<file path="src/mpwf_pkg.sv">
`default_nettype none
package mpwf_pkg;

	// defaults for the top-level size parameters
	localparam int DEF_MAX_WIDTH  = 1024;
	localparam int DEF_MAX_HEIGHT = 1024;
	localparam int DEF_MAX_WINDOW = 8;

	// fixed widths of the port fields
	localparam int SAMPLE_W = 32;
	localparam int CFG_W    = 11;
	localparam int CFG_IDX_W = 2;
	localparam int WIN_REG_W = 4;
	localparam int OUT_POS_W = 10;
	localparam int OFFS_W   = 3;

	localparam int QUEUE_DEPTH = 4;

	// register indexes
	localparam logic [CFG_IDX_W-1:0] REG_WINDOW_SIZE  = 2'd0;
	localparam logic [CFG_IDX_W-1:0] REG_PLANE_WIDTH  = 2'd1;
	localparam logic [CFG_IDX_W-1:0] REG_PLANE_HEIGHT = 2'd2;

	// register reset values
	localparam logic [WIN_REG_W-1:0] RST_WINDOW_SIZE  = 4'd2;
	localparam logic [CFG_W-1:0]     RST_PLANE_WIDTH  = 11'd1024;
	localparam logic [CFG_W-1:0]     RST_PLANE_HEIGHT = 11'd1024;

	// control part of one queued operation
	typedef struct packed {
		logic              first;
		logic              last;
		logic              done;
		logic [OFFS_W-1:0] prow;
		logic [OFFS_W-1:0] pcol;
	} op_ctl_t;

	// index width for a store of n entries, at least one bit
	function automatic int addr_w(input int n);
		int r;
		r = (n > 1) ? $clog2(n) : 1;
		return r;
	endfunction

endpackage
`default_nettype wire

</file>
<file path="src/mpwf_front.sv">
`default_nettype none
module mpwf_front #(
	parameter int MAX_WIDTH  = mpwf_pkg::DEF_MAX_WIDTH,
	parameter int MAX_HEIGHT = mpwf_pkg::DEF_MAX_HEIGHT,
	parameter int MAX_WINDOW = mpwf_pkg::DEF_MAX_WINDOW
) (
	input  logic                                       clk,
	input  logic                                       arst_n,
	input  logic                                       cfg_wr_en,
	input  logic [mpwf_pkg::CFG_IDX_W-1:0]             cfg_index,
	input  logic [mpwf_pkg::CFG_W-1:0]                 cfg_data,
	input  logic                                       in_valid,
	output logic                                       in_ready,
	input  logic signed [mpwf_pkg::SAMPLE_W-1:0]       sample_value,
	output logic                                       op_valid,
	input  logic                                       op_ready,
	output mpwf_pkg::op_ctl_t                          op_ctl,
	output logic signed [mpwf_pkg::SAMPLE_W-1:0]       op_sample,
	output logic [mpwf_pkg::addr_w(MAX_WIDTH)-1:0]     op_oc,
	output logic [mpwf_pkg::addr_w(MAX_HEIGHT)-1:0]    op_orow
);
	import mpwf_pkg::*;

	localparam int AW  = addr_w(MAX_WIDTH);
	localparam int RW  = addr_w(MAX_HEIGHT);
	localparam int KIW = addr_w(MAX_WINDOW);
	localparam int KW  = $clog2(MAX_WINDOW + 1);
	localparam int WW  = $clog2(MAX_WIDTH + 1);
	localparam int HW  = $clog2(MAX_HEIGHT + 1);
	localparam int SCW = WW + KW + 1;
	localparam int SRW = HW + KW + 1;

	logic [WIN_REG_W-1:0] win_reg_q;
	logic [CFG_W-1:0]     width_reg_q, height_reg_q;

	logic [KW-1:0] k;
	logic [WW-1:0] w;
	logic [HW-1:0] h;

	logic [AW-1:0]  col_q, win_col_q, oc_q;
	logic [RW-1:0]  row_q, win_row_q, orow_q;
	logic [KIW-1:0] jj_q, ii_q;

	logic accept, col_last, row_last, jj_last, ii_last, col_in, row_in, in_region;

	// effective sizes: zero acts as one, oversize saturates
	always_comb begin
		if (win_reg_q == '0) begin
			k = KW'(1);
		end else if (32'(win_reg_q) > 32'(MAX_WINDOW)) begin
			k = KW'(MAX_WINDOW);
		end else begin
			k = KW'(win_reg_q);
		end
		if (width_reg_q == '0) begin
			w = WW'(1);
		end else if (32'(width_reg_q) > 32'(MAX_WIDTH)) begin
			w = WW'(MAX_WIDTH);
		end else begin
			w = WW'(width_reg_q);
		end
		if (height_reg_q == '0) begin
			h = HW'(1);
		end else if (32'(height_reg_q) > 32'(MAX_HEIGHT)) begin
			h = HW'(MAX_HEIGHT);
		end else begin
			h = HW'(height_reg_q);
		end
	end

	assign col_last = (SCW'(col_q) + SCW'(1) == SCW'(w));
	assign row_last = (SRW'(row_q) + SRW'(1) == SRW'(h));
	assign jj_last  = (jj_q == KIW'(k - KW'(1)));
	assign ii_last  = (ii_q == KIW'(k - KW'(1)));
	// a window counts only if it fits whole inside the plane
	assign col_in   = (SCW'(win_col_q) + SCW'(k) <= SCW'(w));
	assign row_in   = (SRW'(win_row_q) + SRW'(k) <= SRW'(h));
	assign in_region = col_in && row_in;

	assign in_ready = op_ready;
	assign accept   = in_valid && in_ready;
	assign op_valid = in_valid && in_region;

	always_comb begin
		op_ctl.first = (jj_q == '0) && (ii_q == '0);
		op_ctl.last  = jj_last && ii_last;
		// last window of the plane: no further whole window right or below
		op_ctl.done  = jj_last && ii_last
			&& (SCW'(win_col_q) + SCW'(k) + SCW'(k) > SCW'(w))
			&& (SRW'(win_row_q) + SRW'(k) + SRW'(k) > SRW'(h));
		op_ctl.prow  = OFFS_W'(ii_q);
		op_ctl.pcol  = OFFS_W'(jj_q);
	end

	assign op_sample = sample_value;
	assign op_oc     = oc_q;
	assign op_orow   = orow_q;

	always_ff @(posedge clk or negedge arst_n) begin
		if (!arst_n) begin
			win_reg_q    <= RST_WINDOW_SIZE;
			width_reg_q  <= RST_PLANE_WIDTH;
			height_reg_q <= RST_PLANE_HEIGHT;
			col_q     <= '0;
			win_col_q <= '0;
			oc_q      <= '0;
			jj_q      <= '0;
			row_q     <= '0;
			win_row_q <= '0;
			orow_q    <= '0;
			ii_q      <= '0;
		end else if (cfg_wr_en) begin
			unique case (cfg_index)
				REG_WINDOW_SIZE:  win_reg_q    <= WIN_REG_W'(cfg_data);
				REG_PLANE_WIDTH:  width_reg_q  <= cfg_data;
				REG_PLANE_HEIGHT: height_reg_q <= cfg_data;
				default: ;
			endcase
			// any valid register write restarts the plane
			if (cfg_index == REG_WINDOW_SIZE || cfg_index == REG_PLANE_WIDTH
					|| cfg_index == REG_PLANE_HEIGHT) begin
				col_q     <= '0;
				win_col_q <= '0;
				oc_q      <= '0;
				jj_q      <= '0;
				row_q     <= '0;
				win_row_q <= '0;
				orow_q    <= '0;
				ii_q      <= '0;
			end
		end else if (accept) begin
			if (col_last) begin
				col_q     <= '0;
				win_col_q <= '0;
				oc_q      <= '0;
				jj_q      <= '0;
				if (row_last) begin
					row_q     <= '0;
					win_row_q <= '0;
					orow_q    <= '0;
					ii_q      <= '0;
				end else begin
					row_q <= row_q + 1'b1;
					if (ii_last) begin
						ii_q      <= '0;
						orow_q    <= orow_q + 1'b1;
						win_row_q <= row_q + 1'b1;
					end else begin
						ii_q <= ii_q + 1'b1;
					end
				end
			end else begin
				col_q <= col_q + 1'b1;
				if (jj_last) begin
					jj_q      <= '0;
					oc_q      <= oc_q + 1'b1;
					win_col_q <= col_q + 1'b1;
				end else begin
					jj_q <= jj_q + 1'b1;
				end
			end
		end
	end

endmodule
`default_nettype wire

</file>
<file path="config.mk">
export PLATFORM = sky130hd
export DESIGN_NAME = mpwf_front
export DESIGN_NICKNAME = d
export VERILOG_FILES = /design/src/mpwf_pkg.sv /design/src/mpwf_front.sv
export SDC_FILE = /design/constraint.sdc
export NUM_CORES = 1
export LEC_CHECK = 0
export BUFFER_PORTS_ARGS = -buffer_cell sky130_fd_sc_hd__buf_2
export CAP_MARGIN = 20
export CORE_MARGIN = 2
export CORE_UTILIZATION = 53
export DETAILED_ROUTE_END_ITERATION = 12
export MAX_ROUTING_LAYER = met4
export PLACE_DENSITY = 0.89
export SYNTH_ARGS = -nofsm -noshare
export SYNTH_HDL_FRONTEND = slang
export SYNTH_SLANG_ARGS = --single-unit
</file>
<file path="constraint.sdc">
create_clock -name clk -period 4.35 [get_ports clk]
set_input_delay 0.87 -clock clk [delete_from_list [all_inputs] [get_ports clk]]
set_output_delay 0.87 -clock clk [all_outputs]
set_load 0.005 [all_outputs]
</file>
==> Word level (Yosys, flattened, before mapping) <==
Cells that the tools add are included.
{ "totals": {"out_inout_bits": 63, "reg_bits": 92, "inputBits": 50} }
{ "classes": {"reduce_logical": 26, "n_addsub": 13, "muxes": 42, "magnitude_cmp": 7, "n_eq_ne": 7} }
{ "ops": {"columns": ["op", "count"], "rows": [
  ["$mux 10", 26],
  ["$mux 11", 4],
  ["$add 10x1->10 const B", 4],
  ["$le 16x11->1", 2],
  ["$mux 3", 10],
  ["$add 11x4->12", 2],
  ["$gt 12x11->1", 2],
  ["$add 10x1->11 const B", 2],
  ["$add 10x4->11", 2],
  ["$eq 11x11->1", 2],
  ["$gt 11x11->1 const B", 2],
  ["$logic_not 11->1", 2],
  ["$mux 4", 2],
  ["$reduce_and 2->1", 4],
  ["$logic_and 1x1->1", 7],
  ["$add 3x1->3 const B", 2],
  ["$eq 3x3->1", 2],
  ["$logic_not 3->1", 2],
  ["$reduce_and 3->1", 2],
  ["$reduce_bool 3->1", 2],
  ["$gt 4x4->1 const B", 1],
  ["$logic_not 4->1", 1],
  ["$reduce_and 4->1", 1],
  ["$reduce_bool 2->1", 2],
  ["6 further kinds", 7]
]} }

==> Logic depth before layout (Yosys ltp) <==
{ "logic_depth": {"word_depth": 10, "mapped_depth": 21, "depth_no_buf": 20} }

==> Worst setup path before layout <==
No wires, ideal clock.
{ "synth_timing": {"path_kind": "flip-flop to output port", "startpoint": "reg win_reg_q[1]", "endpoint": "out op_ctl[6] (netlist name)", "path_stages_with_launch": 18, "path_buffers": 1, "setup_slack_ns": -0.174, "arrival_time_ns": 3.654, "path_cell_list": "dfstp_2 nor2b_1 buf_2 xor2_1 ha_1 a21o_1 a21o_1 a21oi_1 xnor2_1 o21ai_0 nor3_1 nand3_1 xnor2_1 ha_1 nand2_1 a21oi_1 a2111oi_0 nor3_1"} }
{ "synth_lines": {"columns": ["element", "line", "source"], "rows": [
  ["start, declared", "mpwf_front.sv:33", "logic [WIN_REG_W-1:0] win_reg_q;"],
  ["start signal, assigned", "mpwf_front.sv:114", "REG_WINDOW_SIZE: win_reg_q <= WIN_REG_W'(cfg_data);"],
  ["end, declared", "mpwf_front.sv:17", "output mpwf_pkg::op_ctl_t op_ctl,"]
]} }

==> qor.csv <==
stage;metric;value;unit
global_routing;grt total ovfl;0;
critical_path;r2r setup slk;0.83;ns
cts;Clock Sinks;92;
placement;dpl cells;1031;
global_routing;total track usage;28.3;%
flow_run;maxcap violations;0;
synth;count leader, synth;nand2_1;
timing;Final Skew;0.0102;ns
power_and_ir_drop;part of the power in registers;29.4;%
cts;root buffer selected by CTS;clkbuf_16;
worst_hold_path;HP Class;register to register;
timing;Fmax;194;MHz
cts;CTS tree;built;
timing;final setup vio count;2;
floorplan;die footprint;0.0149;mm2
outcome;failing checks;negative setup slack;
synth;Mapped Nets;924;
critical_path;worst reg2reg path endpoint;op_orow[6];
global_routing;vias in the first global route;6553;
floorplan;row cnt;43;
synth;post-synthesis compound-gate area fraction;15.3;%
power_and_ir_drop;clock power share;21.0;%
power_and_ir_drop;power density cells;443;mW/mm2
synth;YS warnings;0;
timing;Final Slew Violations;0;
floorplan;num ports;113;
synth;simple-gate area share of the yosys netlist;19.2;%
cts;CTS hold repair buffers;0;
critical_path;critical path arrival;4.28;ns
outcome;status;finished, violations left;
timing;Slew headroom;39.3;%
timing;crit path time final;5.15;ns
power_and_ir_drop;NetSw;1.50;mW
power_and_ir_drop;worst vdd ir;0.000284;V
detailed_routing;Routed WL per cell;19.5;um
detailed_routing;Final ANT Viol Nets;0;
power_and_ir_drop;Net Sw Frac;38.9;%
synth;ys async rst share;100;%
power_and_ir_drop;Internal;2.36;mW
timing;Slew @ Worst Pin;0.911;ns
critical_path;worst reg2reg path startpoint;col_q[0];
detailed_routing;Pre-antenna DRT Iters;7;
layout;fill cell count;1034;
synth;EDFF count, synth;0;
synth;mux share of post-synthesis cell area;4.67;%
floorplan;Starting Density;53.7;%
timing;fin worst setup slack;-0.798;ns
synth;Synth Area per Inst;9.14;um2
layout;non-filler cells, final;1072;
synth;xor and xnor area share after synthesis;10.4;%
synth;commonest cells in the netlist;nand2_1 (92), dfrtp_1 (89), ha_1 (68);
power_and_ir_drop;leakage;4.02;nW
global_routing;initial antenna violation count;0;
floorplan;die height;122;um
placement;hpwl dp;13700;um
cts;CTS Buffer Depth;2;
detailed_routing;final WL;20900;um
critical_path;Critical Path Start;win_reg_q[1];
synth;Synth Flop Type;dfrtp_1;
critical_path;Worst EP required;3.48;ns
synth;Synth area leader;dfrtp_1;
layout;fraction of layout instances using a drive strength above 1;28.4;%
floorplan;die width;122;um
critical_path;Reg2Reg Depth;10;
layout;Final Net Count;1006;
critical_path;CP Capture Point;op_ctl[6];
cts;clock-pin slew of the registers on the worst-case setup and hold paths;0.07;ns
synth;Mapped Area;0.00737;mm2
floorplan;core area;0.0137;mm2
synth;main combinational cell family by area after synthesis;simple AND/OR/NAND/NOR gates;
cts;htree depth;3;
cts;TritonCTS Buffers;9;
placement;PortBufs;48;
power_and_ir_drop;Logic pwr share;49.6;%
synth;Unique masters post-synth;72;
cts;worst-skew pair later-pin latency;0.35;ns
synth;synth top area cells;dfrtp_1 (30%), ha_1 (12%), xnor2_1 (5.9%), nand2_1 (4.7%), mux2_2 (4.1%);
synth;adder-cell share of the synthesized area;12.1;%
global_routing;global-route wire length before repair;32300;um
critical_path;Crit Path Class;register to primary output;
timing;RSZ-0062 raised after global routing;true;
detailed_routing;drc violations;0;
detailed_routing;Via Count;6625;
synth;register bit total from synthesis;92;
global_routing;largest net degree at the start of global routing;72;
detailed_routing;drt first-iter violations;513;
synth;synthesized instance count;806;
critical_path;CP Launch Type;register;
timing;final hold vios;0;
detailed_routing;Via-to-Cell Ratio;6.18;
placement;GP Congestion;0.948;
timing;hold slack final;0.504;ns
critical_path;crit end category;primary output;
timing;crit share post-route;118;%
synth;register area share after synthesis;31.3;%
layout;area grow syn2layout;18.2;%
layout;ANT cells;0;
critical_path;worst-path fanout max;3;
synth;share of the synthesized area in the top cell type;30.2;%
-- sequential cells by signal, summed over array words and instances (netlist names) --
register,count
op_orow,10
height_reg_q,11
win_col_q,10
jj_q,3
col_q,10
win_row_q,10
width_reg_q,11
row_q,10
win_reg_q,4
ii_q,3
op_oc,10
-- how the worst min path moves through the flow --
stage	start	to	cells after the start
global route	win_col_q[3]	win_col_q[3]	2
floorplan	win_col_q[2]	win_col_q[2]	2
CTS	win_col_q[3]	win_col_q[3]	2
global placement	win_col_q[3]	win_col_q[3]	2
detailed placement	win_col_q[3]	win_col_q[3]	2
finish	win_col_q[3]	win_col_q[3]	2
-- placed cells by master (no fill, tap or decap), types with 16 or more instances in the layout --
master / synthesis / final
nand2_1: 92 / 91
nor2_1: 28 / 26
mux2_2: 27 / 27
nand4_1: 16 / 16
nand3_1: 24 / 23
nand2b_1: 17 / 17
a21oi_1: 39 / 27
xnor2_1: 50 / 46
o31ai_1: 31 / 31
buf_4: 38 / 82
o21ai_0: 48 / 43
xor2_1: 25 / 20
buf_2: 8 / 47
ha_1: 68 / 61
inv_1: 24 / 21
dfrtp_1: 89 / 89
-- per-layer routing --
layer  wire length, um  track usage (%)  vias to the layer above  share of wire, %
met5                 0                -                        -                 0
met4               848             12.1                        0               4.1
met3              1440             3.89                       88               6.9
met2             10100             45.7                      320                48
met1              8480             35.8                     3205                41
li1                  -                -                     3012                 -
-- area by class of cell --
type                            count  area [um2]  share of cell area, %
Clock inverter                      6        72.6                  0.833
Tap cell                          180         225                   2.59
Multi-Input combinational cell    624        4860                   55.8
Inverter                           26        97.6                   1.12
Sequential cell                    92        2310                   26.5
Clock buffer                        9         225                   2.59
Timing Repair Buffer              135         922                   10.6
-- cells by family after synthesis --
kind of cell / after synthesis
adder cells (fa/ha/maj): 72
flip-flops: 92
multiplexers: 31
XOR/XNOR: 80
buffers and inverters: 90
AND/OR/NAND/NOR: 268
AO/OA/AOI/OAI: 173
-- what timing repair did --
| item | CTS | global route |
|---|---|---|
| setup buffers | 14 | 12 |
| resized for setup | 32 | 32 |
| setup endpoints to repair | 2 | 2 |
| pin swaps | 29 | 35 |
-- metrics by stage --
| stage | cell area [um2] | TNS [ns] | worst slack (ns) | util [%] | total power, mW |
|---|---|---|---|---|---|
| 2_1_floorplan | 7390 | 0 | 0.00405 | - | 2.16 |
| 3_3_place_gp | 7890 | -0.508 | -0.323 | 57.5 | 2.67 |
| 3_5_place_dp | 7890 | -0.678 | -0.398 | 57.5 | 2.73 |
| 4_1_cts | 8430 | -0.878 | -0.557 | 61.4 | 3.64 |
| 5_1_grt | 8710 | -1.66 | -1.01 | 63.5 | 4.07 |
| 6_report | 8710 | -1.31 | -0.798 | 63.5 | 3.86 |
-- critical path: stages (launching register included) --
cell       delay [ns]
dfstp_2          0.54
nor2_1           0.04
nor2_1           0.15
nor2_2           0.08
ha_2             0.19
ha_2             0.17
a21o_1           0.18
xor2_1           0.16
ha_1             0.36
nor2b_1          0.15
o21ai_0          0.18
nand2b_1         0.13
buf_4            0.15
xor2_1           0.14
ha_1             0.29
buf_4            0.11
nand4_1          0.18
o32a_1           0.41
o2111ai_2        0.10
nor3_2           0.07
buf_2            0.13
-- power by group through the flow --
| stage | combinational (mW) | clock, mW | sequential [mW] |
|---|---|---|---|
| detailed placement | 1.60 | 0 | 1.13 |
| floorplan | 1.07 | 0 | 1.08 |
| global placement | 1.54 | 0 | 1.12 |
| CTS | 1.71 | 0.811 | 1.12 |
| finish | 1.92 | 0.810 | 1.14 |
| global route | 2.08 | 0.843 | 1.15 |
Note: power is estimated with default switching activity, not from simulation.
