**config.mk**
```make
export PLATFORM = sky130hd
export DESIGN_NAME = mpwf_queue
export DESIGN_NICKNAME = d
export VERILOG_FILES = /design/src/mpwf_pkg.sv /design/src/mpwf_queue.sv
export SDC_FILE = /design/constraint.sdc
export NUM_CORES = 1
export LEC_CHECK = 0
export BUFFER_PORTS_ARGS = -buffer_cell sky130_fd_sc_hd__buf_2
export CAP_MARGIN = 30
export CORE_ASPECT_RATIO = 1.5
export CORE_UTILIZATION = 40
export DETAILED_ROUTE_END_ITERATION = 12
export PLACE_DENSITY = 0.68
export SETUP_SLACK_MARGIN = 0.4
export SLEW_MARGIN = 20
export SYNTH_ARGS = -nofsm -noshare
export SYNTH_HDL_FRONTEND = slang
export SYNTH_SLANG_ARGS = --single-unit
```
**constraint.sdc**
```tcl
create_clock -name clk -period 2.4 [get_ports clk]
set_input_delay 0.72 -clock clk [delete_from_list [all_inputs] [get_ports clk]]
set_output_delay 0.72 -clock clk [all_outputs]
set_load 0.01 [all_outputs]
```
**src/mpwf_pkg.sv**
```systemverilog
`default_nettype none
package mpwf_pkg;

	// defaults for the top-level size parameters
	localparam int DEF_MAX_WIDTH  = 1024;
	localparam int DEF_MAX_HEIGHT = 1024;
	localparam int DEF_MAX_WINDOW = 8;

	// fixed widths of the port fields
	localparam int SAMPLE_W = 32;
	localparam int CFG_W    = 11;
	localparam int CFG_IDX_W = 2;
	localparam int WIN_REG_W = 4;
	localparam int OUT_POS_W = 10;
	localparam int OFFS_W   = 3;

	localparam int QUEUE_DEPTH = 4;

	// register indexes
	localparam logic [CFG_IDX_W-1:0] REG_WINDOW_SIZE  = 2'd0;
	localparam logic [CFG_IDX_W-1:0] REG_PLANE_WIDTH  = 2'd1;
	localparam logic [CFG_IDX_W-1:0] REG_PLANE_HEIGHT = 2'd2;

	// register reset values
	localparam logic [WIN_REG_W-1:0] RST_WINDOW_SIZE  = 4'd2;
	localparam logic [CFG_W-1:0]     RST_PLANE_WIDTH  = 11'd1024;
	localparam logic [CFG_W-1:0]     RST_PLANE_HEIGHT = 11'd1024;

	// control part of one queued operation
	typedef struct packed {
		logic              first;
		logic              last;
		logic              done;
		logic [OFFS_W-1:0] prow;
		logic [OFFS_W-1:0] pcol;
	} op_ctl_t;

	// index width for a store of n entries, at least one bit
	function automatic int addr_w(input int n);
		int r;
		r = (n > 1) ? $clog2(n) : 1;
		return r;
	endfunction

endpackage
`default_nettype wire

```
**src/mpwf_queue.sv**
```systemverilog
`default_nettype none
module mpwf_queue #(
	parameter int WIDTH = 64,
	parameter int DEPTH = mpwf_pkg::QUEUE_DEPTH
) (
	input  logic             clk,
	input  logic             arst_n,
	input  logic             wr_valid,
	output logic             wr_ready,
	input  logic [WIDTH-1:0] wr_data,
	output logic             rd_valid,
	input  logic             rd_ready,
	output logic [WIDTH-1:0] rd_data
);
	import mpwf_pkg::*;

	localparam int PW = addr_w(DEPTH);
	localparam int CW = $clog2(DEPTH + 1);

	logic [WIDTH-1:0] slot_q [DEPTH];
	logic [PW-1:0]    wr_ptr_q, rd_ptr_q;
	logic [CW-1:0]    count_q;
	logic             push, pop;

	assign wr_ready = (count_q != CW'(DEPTH));
	assign rd_valid = (count_q != '0);
	assign rd_data  = slot_q[rd_ptr_q];
	assign push     = wr_valid && wr_ready;
	assign pop      = rd_valid && rd_ready;

	always_ff @(posedge clk) begin
		if (push) begin
			slot_q[wr_ptr_q] <= wr_data;
		end
	end

	always_ff @(posedge clk or negedge arst_n) begin
		if (!arst_n) begin
			wr_ptr_q <= '0;
			rd_ptr_q <= '0;
			count_q  <= '0;
		end else begin
			if (push) begin
				wr_ptr_q <= (wr_ptr_q == PW'(DEPTH - 1)) ? '0 : wr_ptr_q + 1'b1;
			end
			if (pop) begin
				rd_ptr_q <= (rd_ptr_q == PW'(DEPTH - 1)) ? '0 : rd_ptr_q + 1'b1;
			end
			if (push && !pop) begin
				count_q <= count_q + 1'b1;
			end else if (pop && !push) begin
				count_q <= count_q - 1'b1;
			end
		end
	end

endmodule
`default_nettype wire

```
### Word level (Yosys, flattened, before mapping)

Memories as Yosys holds them, arrays and structs flattened.
Index checks and enable logic that the tools add are counted.
W data, S select, Z words.

| word-level totals | value |
|---|---|
| register bits | 7 |
| memory bits (writable) | 256 |
| input port bits | 68 |
| output and inout bits | 66 |
| word-level logic and storage cells | 25 |
| memories | 1 |

Memories:

| memory | depth | bits a word | rd ports | clocked after memory_dff | write ports | RTL line | text |
|---|---|---|---|---|---|---|---|
| slot_q | 4 | 64 | 1 | 0 | 1 | mpwf_queue.sv:20 | `logic [WIDTH-1:0] slot_q [DEPTH];` |

| cells by class | value |
|---|---|
| $add $sub $neg | 4 |
| equality and inequality tests | 3 |
| mux-type cells | 6 |
| reduce and logical (&&, ||, !) cells | 8 |

Operators by type and width:

| cell | number |
|---|---|
| $mux W3 | 2 |
| $add A2 B1 Y2 const B | 2 |
| $eq A2 B2 Y1 const B | 2 |
| $logic_and A1 B1 Y1 | 4 |
| $mux W2 | 2 |
| $add A3 B1 Y3 const B | 1 |
| $ne A3 B3 Y1 const B | 1 |
| $reduce_bool A3 Y1 | 1 |
| $sub A3 B1 Y3 const B | 1 |
| $logic_not A1 Y1 | 2 |
| $mux W1 | 2 |
| $reduce_bool A2 Y1 | 1 |

### Logic depth before layout (Yosys ltp)

Gate-level depths: netlist of run 1.

| depth | value |
|---|---|
| word-level depth | 6 |
| depth in mapped cells | 8 |
| gate-level depth less buffers | 8 |

### Worst setup path after synthesis of run 1

No wires, ideal clock.

| timing path | value |
|---|---|
| kind | reg2reg |
| from | register count_q[1] |
| to | register count_q[2] |
| library setup time | 79 ps |
| data arrival time | 2044 ps |
| required time | 2321 ps |
| setup slack | 276 ps |
| stages on the path, launching flop included | 9 |
| path buffers | 0 |
| clock period less this slack | 2124 ps |
| path through | dfrtp_1 or3_2 nand2_1 ha_1 inv_1 fa_1 xor2_1 nor2_1 xor2_1 |

| between the ends | value |
|---|---|
| cells in the longest elaborated chain, start to end | 5 |
| elaborated cells between the ends (all ways) | 13 |
| classes of those cells | add/sub (2); eq/ne (1); mux (2); reduce/logical (8) |

Ends and longest elaborated chain:

| element | RTL line | text |
|---|---|---|
| start: declaration | mpwf_queue.sv:22 | `logic [CW-1:0] count_q;` |
| start signal: assignment | mpwf_queue.sv:50 | `count_q <= count_q + 1'b1;` |
| start signal: assignment | mpwf_queue.sv:52 | `count_q <= count_q - 1'b1;` |
| $reduce_bool A3 Y1 * | mpwf_queue.sv:26 | `assign rd_valid = (count_q != '0);` |
| via rd_valid | mpwf_queue.sv:11 | `output logic rd_valid,` |
| $logic_and A1 B1 Y1 * | mpwf_queue.sv:29 | `assign pop = rd_valid && rd_ready;` |
| $logic_not A1 Y1 | mpwf_queue.sv:49 | `if (push && !pop) begin` |
| $logic_and A1 B1 Y1 | mpwf_queue.sv:49 |  |
| $mux W3 or $reduce_bool A2 Y1 (tied branches) | -- |  |

Mark *: on every way through the listed nets, which the timed path passes. The rest lies on a longest branch. The select of a mux whose other input is x is not followed.
A chain may end at the register's enable or synchronous reset.

### Final worst setup path of run 1

| timing path | value |
|---|---|
| from | register rd_ptr_q[0] |
| to | output rd_data[0] |

| between the ends | value |
|---|---|
| cells in the longest elaborated chain, start to end | 1 |

Ends and longest elaborated chain:

| element | RTL line | text |
|---|---|---|
| start: declaration | mpwf_queue.sv:21 | `logic [PW-1:0] wr_ptr_q, rd_ptr_q;` |
| start signal: assignment | mpwf_queue.sv:47 | `rd_ptr_q <= (rd_ptr_q == PW'(DEPTH - 1)) ? '0 : rd_ptr_q + 1'b1;` |
| $mem_v2 Z4 W64 | -- |  |
| end: declaration | mpwf_queue.sv:13 | `output logic [WIDTH-1:0] rd_data` |

Every way passes these cells.

==> run_results.csv, run 1 <==
group,metric,value,unit
sta,fin_skew,8.577,ps
grt,grt_overflow,0,
sta,rsz0062_at_grt,"true",
layout,nNetsFinal,624,
layout,final_util,51.97,%
yosys,syn-cell-area,0.009651,sq mm
routing,wl_per_cell,21.71,um
die,die_area,0.02476,sq mm
grt,antenna_found_initial,3,
clocking,clockBufferDepth,3,
routing,ant_nets,0,
yosys,synth.net_count,445,
layout,design_area,0.01229,sq mm
critical_path,criticalPathCategory,"flop to output port",
sta,holdWs,39.60,ps
yosys,synth_xor_area_share,0.2723,%
die,die_w,128.8,um
layout,most-common-layout-cells,"256 x edfxtp_1, 84 x buf_2, 64 x mux4_2",
pwr,power,0.01574,W
critical_path,path_max_fanout,7,
routing,drt_iter0_drc,271,
die,rows,69,
layout,drive_gt1_share,49.38,%
critical_path,r2r_slack,280,ps
sta,finalMaxSlewViolations,0,
yosys,synth_compound_area_share,0,%
sta,hold_viol,0,
clocking,cts_tree,"yes",
yosys,netlist.area_leader.share,79.66,%
routing,vias,4415,
status,outcome,"finished with violations",
clocking,cts_sinks,263,
status,violations,"setup timing",
clocking,root_buffer,"clkbuf_16",
yosys,synthMuxAreaShare,15.60,%
clocking,clk_pin_slew_worst_paths,60,ps
pwr,p_per_area,1280,mW/mm^2
grt,grtUsageTotal,15.10,%
pwr,vdd_drop_max,905.8,uV
sta,max_freq,375.5,MHz
layout,final_cell_count_no_fill,886,
clocking,clk_latency,520,ps
placed_design,dpl-instance-area,0.01093,sq mm
die,core,0.02366,sq mm
yosys,synth_area_leaders,"edfxtp_1 80%, mux4_2 15%, dfrtp_1 1.8%",
yosys,yosys_register_bits,263,
clocking,cts-buffers-inserted,24,
critical_path,rr_startpoint,"count_q[1]",
critical_path,required,1680,ps
routing,via_per_inst,4.983,
grt,grt_max_degree,42,
yosys,synth_top_family_by_area,"multiplexers",
critical_path,r2r_end,"count_q[1]",
sta,layout_setup_ws,-263.4,ps
placed_design,gp_congestion,0.7002,
sta,tightest_slew,398.3,ps
sta,setup_viol_count_final,64,
critical_path,crit_arrival,1940,ps
yosys,ys_warn_count,0,
yosys,synthesis.instances,370,
yosys,synth.distinct_cells,20,
sta,period_share,111.0,%
die,io_pins,134,
min_path,hold_path_class,"input pin to async pin",
routing,dr.pass1.iters,4,
critical_path,worstRegToRegCells,7,
yosys,ys_seq_area_share,81.47,%
yosys,yosys.area_share.simple,0.7520,%
critical_path,crit_path_start_kind,"flop",
sta,maxSlewHeadroom,73.44,%
clocking,cts_max_level,1,
die,die_y,192.2,um
yosys,yosys.area_share.adder,0.9853,%
yosys,syn_avg_cell_area,26.08,sq um
die,start_util,40.80,%
critical_path,endpoint_kind,"output port",
pwr,leakage,4.228,nW
grt,grt_pass1_vias,4963,
layout,final_common_cell,"edfxtp_1",
layout,area_delta_synth_final,27.40,%
flow_run,drv_cap,0,
routing,wirelength,19.24,mm
placed_design,dp.final_hpwl,11.23,mm
grt,grt_pass1_wl,27.43,mm
yosys,yosys.area.top_type,"edfxtp_1",
routing,drc,0,
placed_design,post-place-cells,821,
sta,min_period,2663,ps
layout,diodes,0,
placed_design,io_buffers,133,
## cells by family (layout without fill, tap and decap cells)
kind of cell	after synthesis	count (layout)
flip-flops	263	263
adder cells (fa/ha/maj)	7	7
XOR/XNOR	3	3
multiplexers	69	69
buffers and inverters	17	214
AND/OR/NAND/NOR	11	11
## layout make-up
class | count | area, sq um
clock buffers | 38 | 684.4
clock inverters | 6 | 55.05
fillers | 1908 | 11360
inverters | 3 | 11.26
multi-input cells | 90 | 1744
flip-flops and latches | 263 | 7871
well taps | 319 | 399.1
repair buffers | 167 | 1529
## layer usage
layer | vias to the layer above | track usage [%] | share of wire, %
met3 | 35 | 3.538 | 4.7
met1 | 2332 | 16.00 | 36
li1 | 1948 | - | -
met5 | - | 0 | 0.19
met2 | 94 | 28.67 | 57
met4 | 6 | 5.475 | 2.2
## cell usage after synthesis
library cell / number
edfxtp_1: 256
mux4_2: 64
dfrtp_1: 7
ha_1: 6
buf_2: 5
buf_4: 5
and3_2: 4
clkbuf_1: 3
inv_1: 3
mux2_2: 3
nor2_1: 3
mux2_4: 2
xor2_1: 2
and2_4: 1
buf_1: 1
fa_1: 1
nand2_1: 1
or3_2: 1
or3b_4: 1
xnor2_1: 1
## where the power goes
part	leakage, nW	total (W)	switching, W	internal (W)
clock network	0.355	0.00361	0.00155	0.00206
logic	1.45	0.00581	0.00263	0.00319
registers	2.42	0.00631	0.000236	0.00607
total	4.23	0.0157	0.00441	0.0113
## sequential cells by signal, indices dropped and copies added, names as in the netlist
signal and cells:
wr_ptr_q 2, slot_q 256, rd_ptr_q 2, count_q 3
## how the worst max path moves through the flow
stage / from / to / slack, ps / cells after the start
2_1_floorplan: rd_ptr_q[0] / rd_data[10] / 360 / 3
3_3_place_gp: rd_ptr_q[0] / rd_data[2] / 220 / 3
3_5_place_dp: rd_ptr_q[0] / rd_data[2] / 210 / 3
4_1_cts: rd_ptr_q[0] / rd_data[2] / -350 / 3
5_1_grt: rd_ptr_q[0] / rd_data[57] / -320 / 4
6_report: rd_ptr_q[0] / rd_data[0] / -260 / 4
## worst max-delay path: stages (launching register included)
cell       delay [ps]
dfrtp_4           440
buf_8             140
clkbuf_16         180
mux4_2            520
buf_6             140
## repair_timing
action	in CTS	in global routing
gates cloned	0	8
buffers inserted	7	6
hold endpoints to repair	0	0
pin swaps	8	3
hold buffers	0	0
endpoints found under the setup margin	68	68
gates resized for setup	34	35
## through the flow
stage	setup WS, ps	TNS [ps]
after floorplan	355.9	0
after global placement	218.7	0
after detailed placement	207.6	0
after CTS	-349.3	-17790
after global routing	-318.1	-18800
final	-263.4	-15260
No activity file was read; power rests on OpenSTA's default activity.
==> inputs of run 2 (changes only) <==
--- a/config.mk
+++ b/config.mk
@@ -5,12 +5,12 @@
 export SDC_FILE = /design/constraint.sdc
 export NUM_CORES = 1
 export LEC_CHECK = 0
-export BUFFER_PORTS_ARGS = -buffer_cell sky130_fd_sc_hd__buf_2
 export CAP_MARGIN = 30
 export CORE_ASPECT_RATIO = 1.5
 export CORE_UTILIZATION = 40
 export DETAILED_ROUTE_END_ITERATION = 12
-export PLACE_DENSITY = 0.68
+export DONT_BUFFER_PORTS = 1
+export PLACE_DENSITY = 0.63
 export SETUP_SLACK_MARGIN = 0.4
 export SLEW_MARGIN = 20
 export SYNTH_ARGS = -nofsm -noshare
==> run_results.csv, run 2 (synthesis results as in run 1) <==
group,metric,value,unit
status,outcome,"finished with violations",
status,violations,"setup timing",
grt,grt_pass1_vias,4295,
layout,design_area,0.01138,sq mm
sta,finalMaxSlewViolations,0,
pwr,vdd_drop_max,754.6,uV
sta,layout_setup_ws,-156.6,ps
critical_path,crit_slowest_cell,"mux4_2",
critical_path,endpoint_kind,"output port",
die,die_y,192.2,um
layout,area_delta_synth_final,17.92,%
placed_design,post-place-cells,693,
sta,rsz0062_at_grt,"true",
sta,hold_viol,0,
routing,dr.pass1.iters,4,
pwr,combPwrFrac,28.1,%
placed_design,dpl-instance-area,0.01029,sq mm
grt,grtUsageTotal,14.26,%
die,start_util,40.80,%
grt,grt_pass1_wl,25.83,mm
grt,grt_overflow,0,
routing,drc,0,
layout,reg_top3,"slot_q (256), count_q (3)",
critical_path,cp_common_cell,"buf_12",
critical_path,crit_arrival,1840,ps
sta,period_share,106.5,%
layout,most-common-layout-cells,"256 x edfxtp_1, 64 x mux4_2, 28 x clkbuf_16",
clocking,clk_latency,510,ps
clocking,clk_pin_slew_worst_paths,70,ps
routing,drt_iter0_drc,236,
grt,grt_max_degree,65,
die,die_area,0.02476,sq mm
layout,drive_gt1_share,35.19,%
routing,wl_per_cell,23.24,um
layout,nNetsFinal,489,
critical_path,criticalPathCategory,"flop to output port",
critical_path,required,1680,ps
pwr,p_per_area,1291,mW/mm^2
die,core,0.02366,sq mm
pwr,switching_share,27.29,%
critical_path,path_max_fanout,10,
placed_design,io_buffers,0,
sta,fin_skew,11.69,ps
sta,maxSlewHeadroom,65.63,%
layout,regMostFlops,"slot_q",
pwr,leakage,3.652,nW
clocking,cts_tree,"yes",
critical_path,crit_path_cell_trace,"buf_12, buf_12, mux4_2",
clocking,cts_sinks,263,
clocking,root_buffer,"clkbuf_16",
placed_design,dp.final_hpwl,10.77,mm
die,die_w,128.8,um
grt,antenna_found_initial,0,
sta,tightest_slew,515.6,ps
placed_design,gp_congestion,0.6727,
clocking,clockBufferDepth,3,
pwr,p_sw,0.004008,W
routing,vias,3863,
layout,final_cell_count_no_fill,751,
layout,diodes,0,
layout,largest_reg_flops,256,
pwr,pwr-share-seq,43.0,%
routing,via_per_inst,5.144,
pwr,clkPwrFrac,28.9,%
pwr,p_int,0.01068,W
die,io_pins,134,
sta,min_period,2557,ps
clocking,cts_max_level,1,
critical_path,cpPeakStageDelay,580,ps
sta,holdWs,302.7,ps
critical_path,crit_path_start_kind,"flop",
sta,max_freq,391.1,MHz
die,rows,69,
layout,final_common_cell,"edfxtp_1",
sta,setup_viol_count_final,64,
flow_run,drv_cap,0,
clocking,cts-buffers-inserted,24,
routing,wirelength,17.45,mm
routing,ant_nets,0,
min_path,hold_path_class,"input pin to flop",
[run 2: power groups by stage]
| stage | Clock, W | Sequential (W) | Combinational (W) |
|---|---|---|---|
| final | 0.00424 | 0.00632 | 0.00413 |
| after global routing | 0.00450 | 0.00639 | 0.00442 |
| after CTS | 0.00434 | 0.00635 | 0.00398 |
| after detailed placement | 0 | 0.00649 | 0.00384 |
| after global placement | 0 | 0.00643 | 0.00379 |
| after floorplan | 0 | 0.00633 | 0.00279 |
[run 2: worst max-delay path: cells and delay by family, from the launching register on]
family                 cells  cell delay (ps)
multiplexers               1              580
flip-flops                 1              430
buffers and inverters      2              320
[run 2: timing repair]
item / 4_1_cts / 5_1_grt
endpoints found under the setup margin: 68 / 68
pin swaps: 3 / 7
gates cloned: 0 / 3
hold endpoints to repair: 7 / 0
gates resized for setup: 2 / 5
buffers inserted: 5 / 5
hold buffers: 1 / 0
[run 2: routing by layer]
layer	part of all wire [%]	GRT usage, %
met1	36	15.81
met3	7.3	4.345
met4	2.0	4.163
met2	55	26.03
met5	0	0
[run 2: path summary, 6_finish.rpt]
kind | start | slack (ps) | end | cells past startpoint
max | rd_ptr_q[0] | -160 | rd_data[53] | 3
min | wr_data[9] | 300 | slot_q[3][9] | 0
max reg2reg | count_q[0] | 320 | count_q[1] | 6
min reg2reg | count_q[2] | 590 | count_q[2] | 2
max in group asynchronous | arst_n | 1560 | rd_ptr_q[0] | 1
min in group asynchronous | arst_n | 550 | count_q[2] | 1
[run 2: final cells by class]
class / instances / area, sq um
Inverter: 3 / 11.26
Fill cell: 1921 / 12280
Sequential cell: 263 / 7870
Clock inverter: 18 / 264.0
Tap cell: 319 / 399.1
Multi-Input combinational cell: 90 / 1744
Timing Repair Buffer: 32 / 461.7
Clock buffer: 26 / 629.4
[run 2: metrics by stage]
step                TNS (ps)  total power [W]  utilization (%)  setup WS [ps]
finish                 -8245          0.01469            48.11         -156.6
global route          -11690          0.01530            48.11         -214.2
CTS                   -11630          0.01468            47.50         -215.6
detailed placement         0          0.01033            43.48          223.5
global placement           0          0.01022            43.48          235.1
floorplan                  0         0.009114                -          355.9
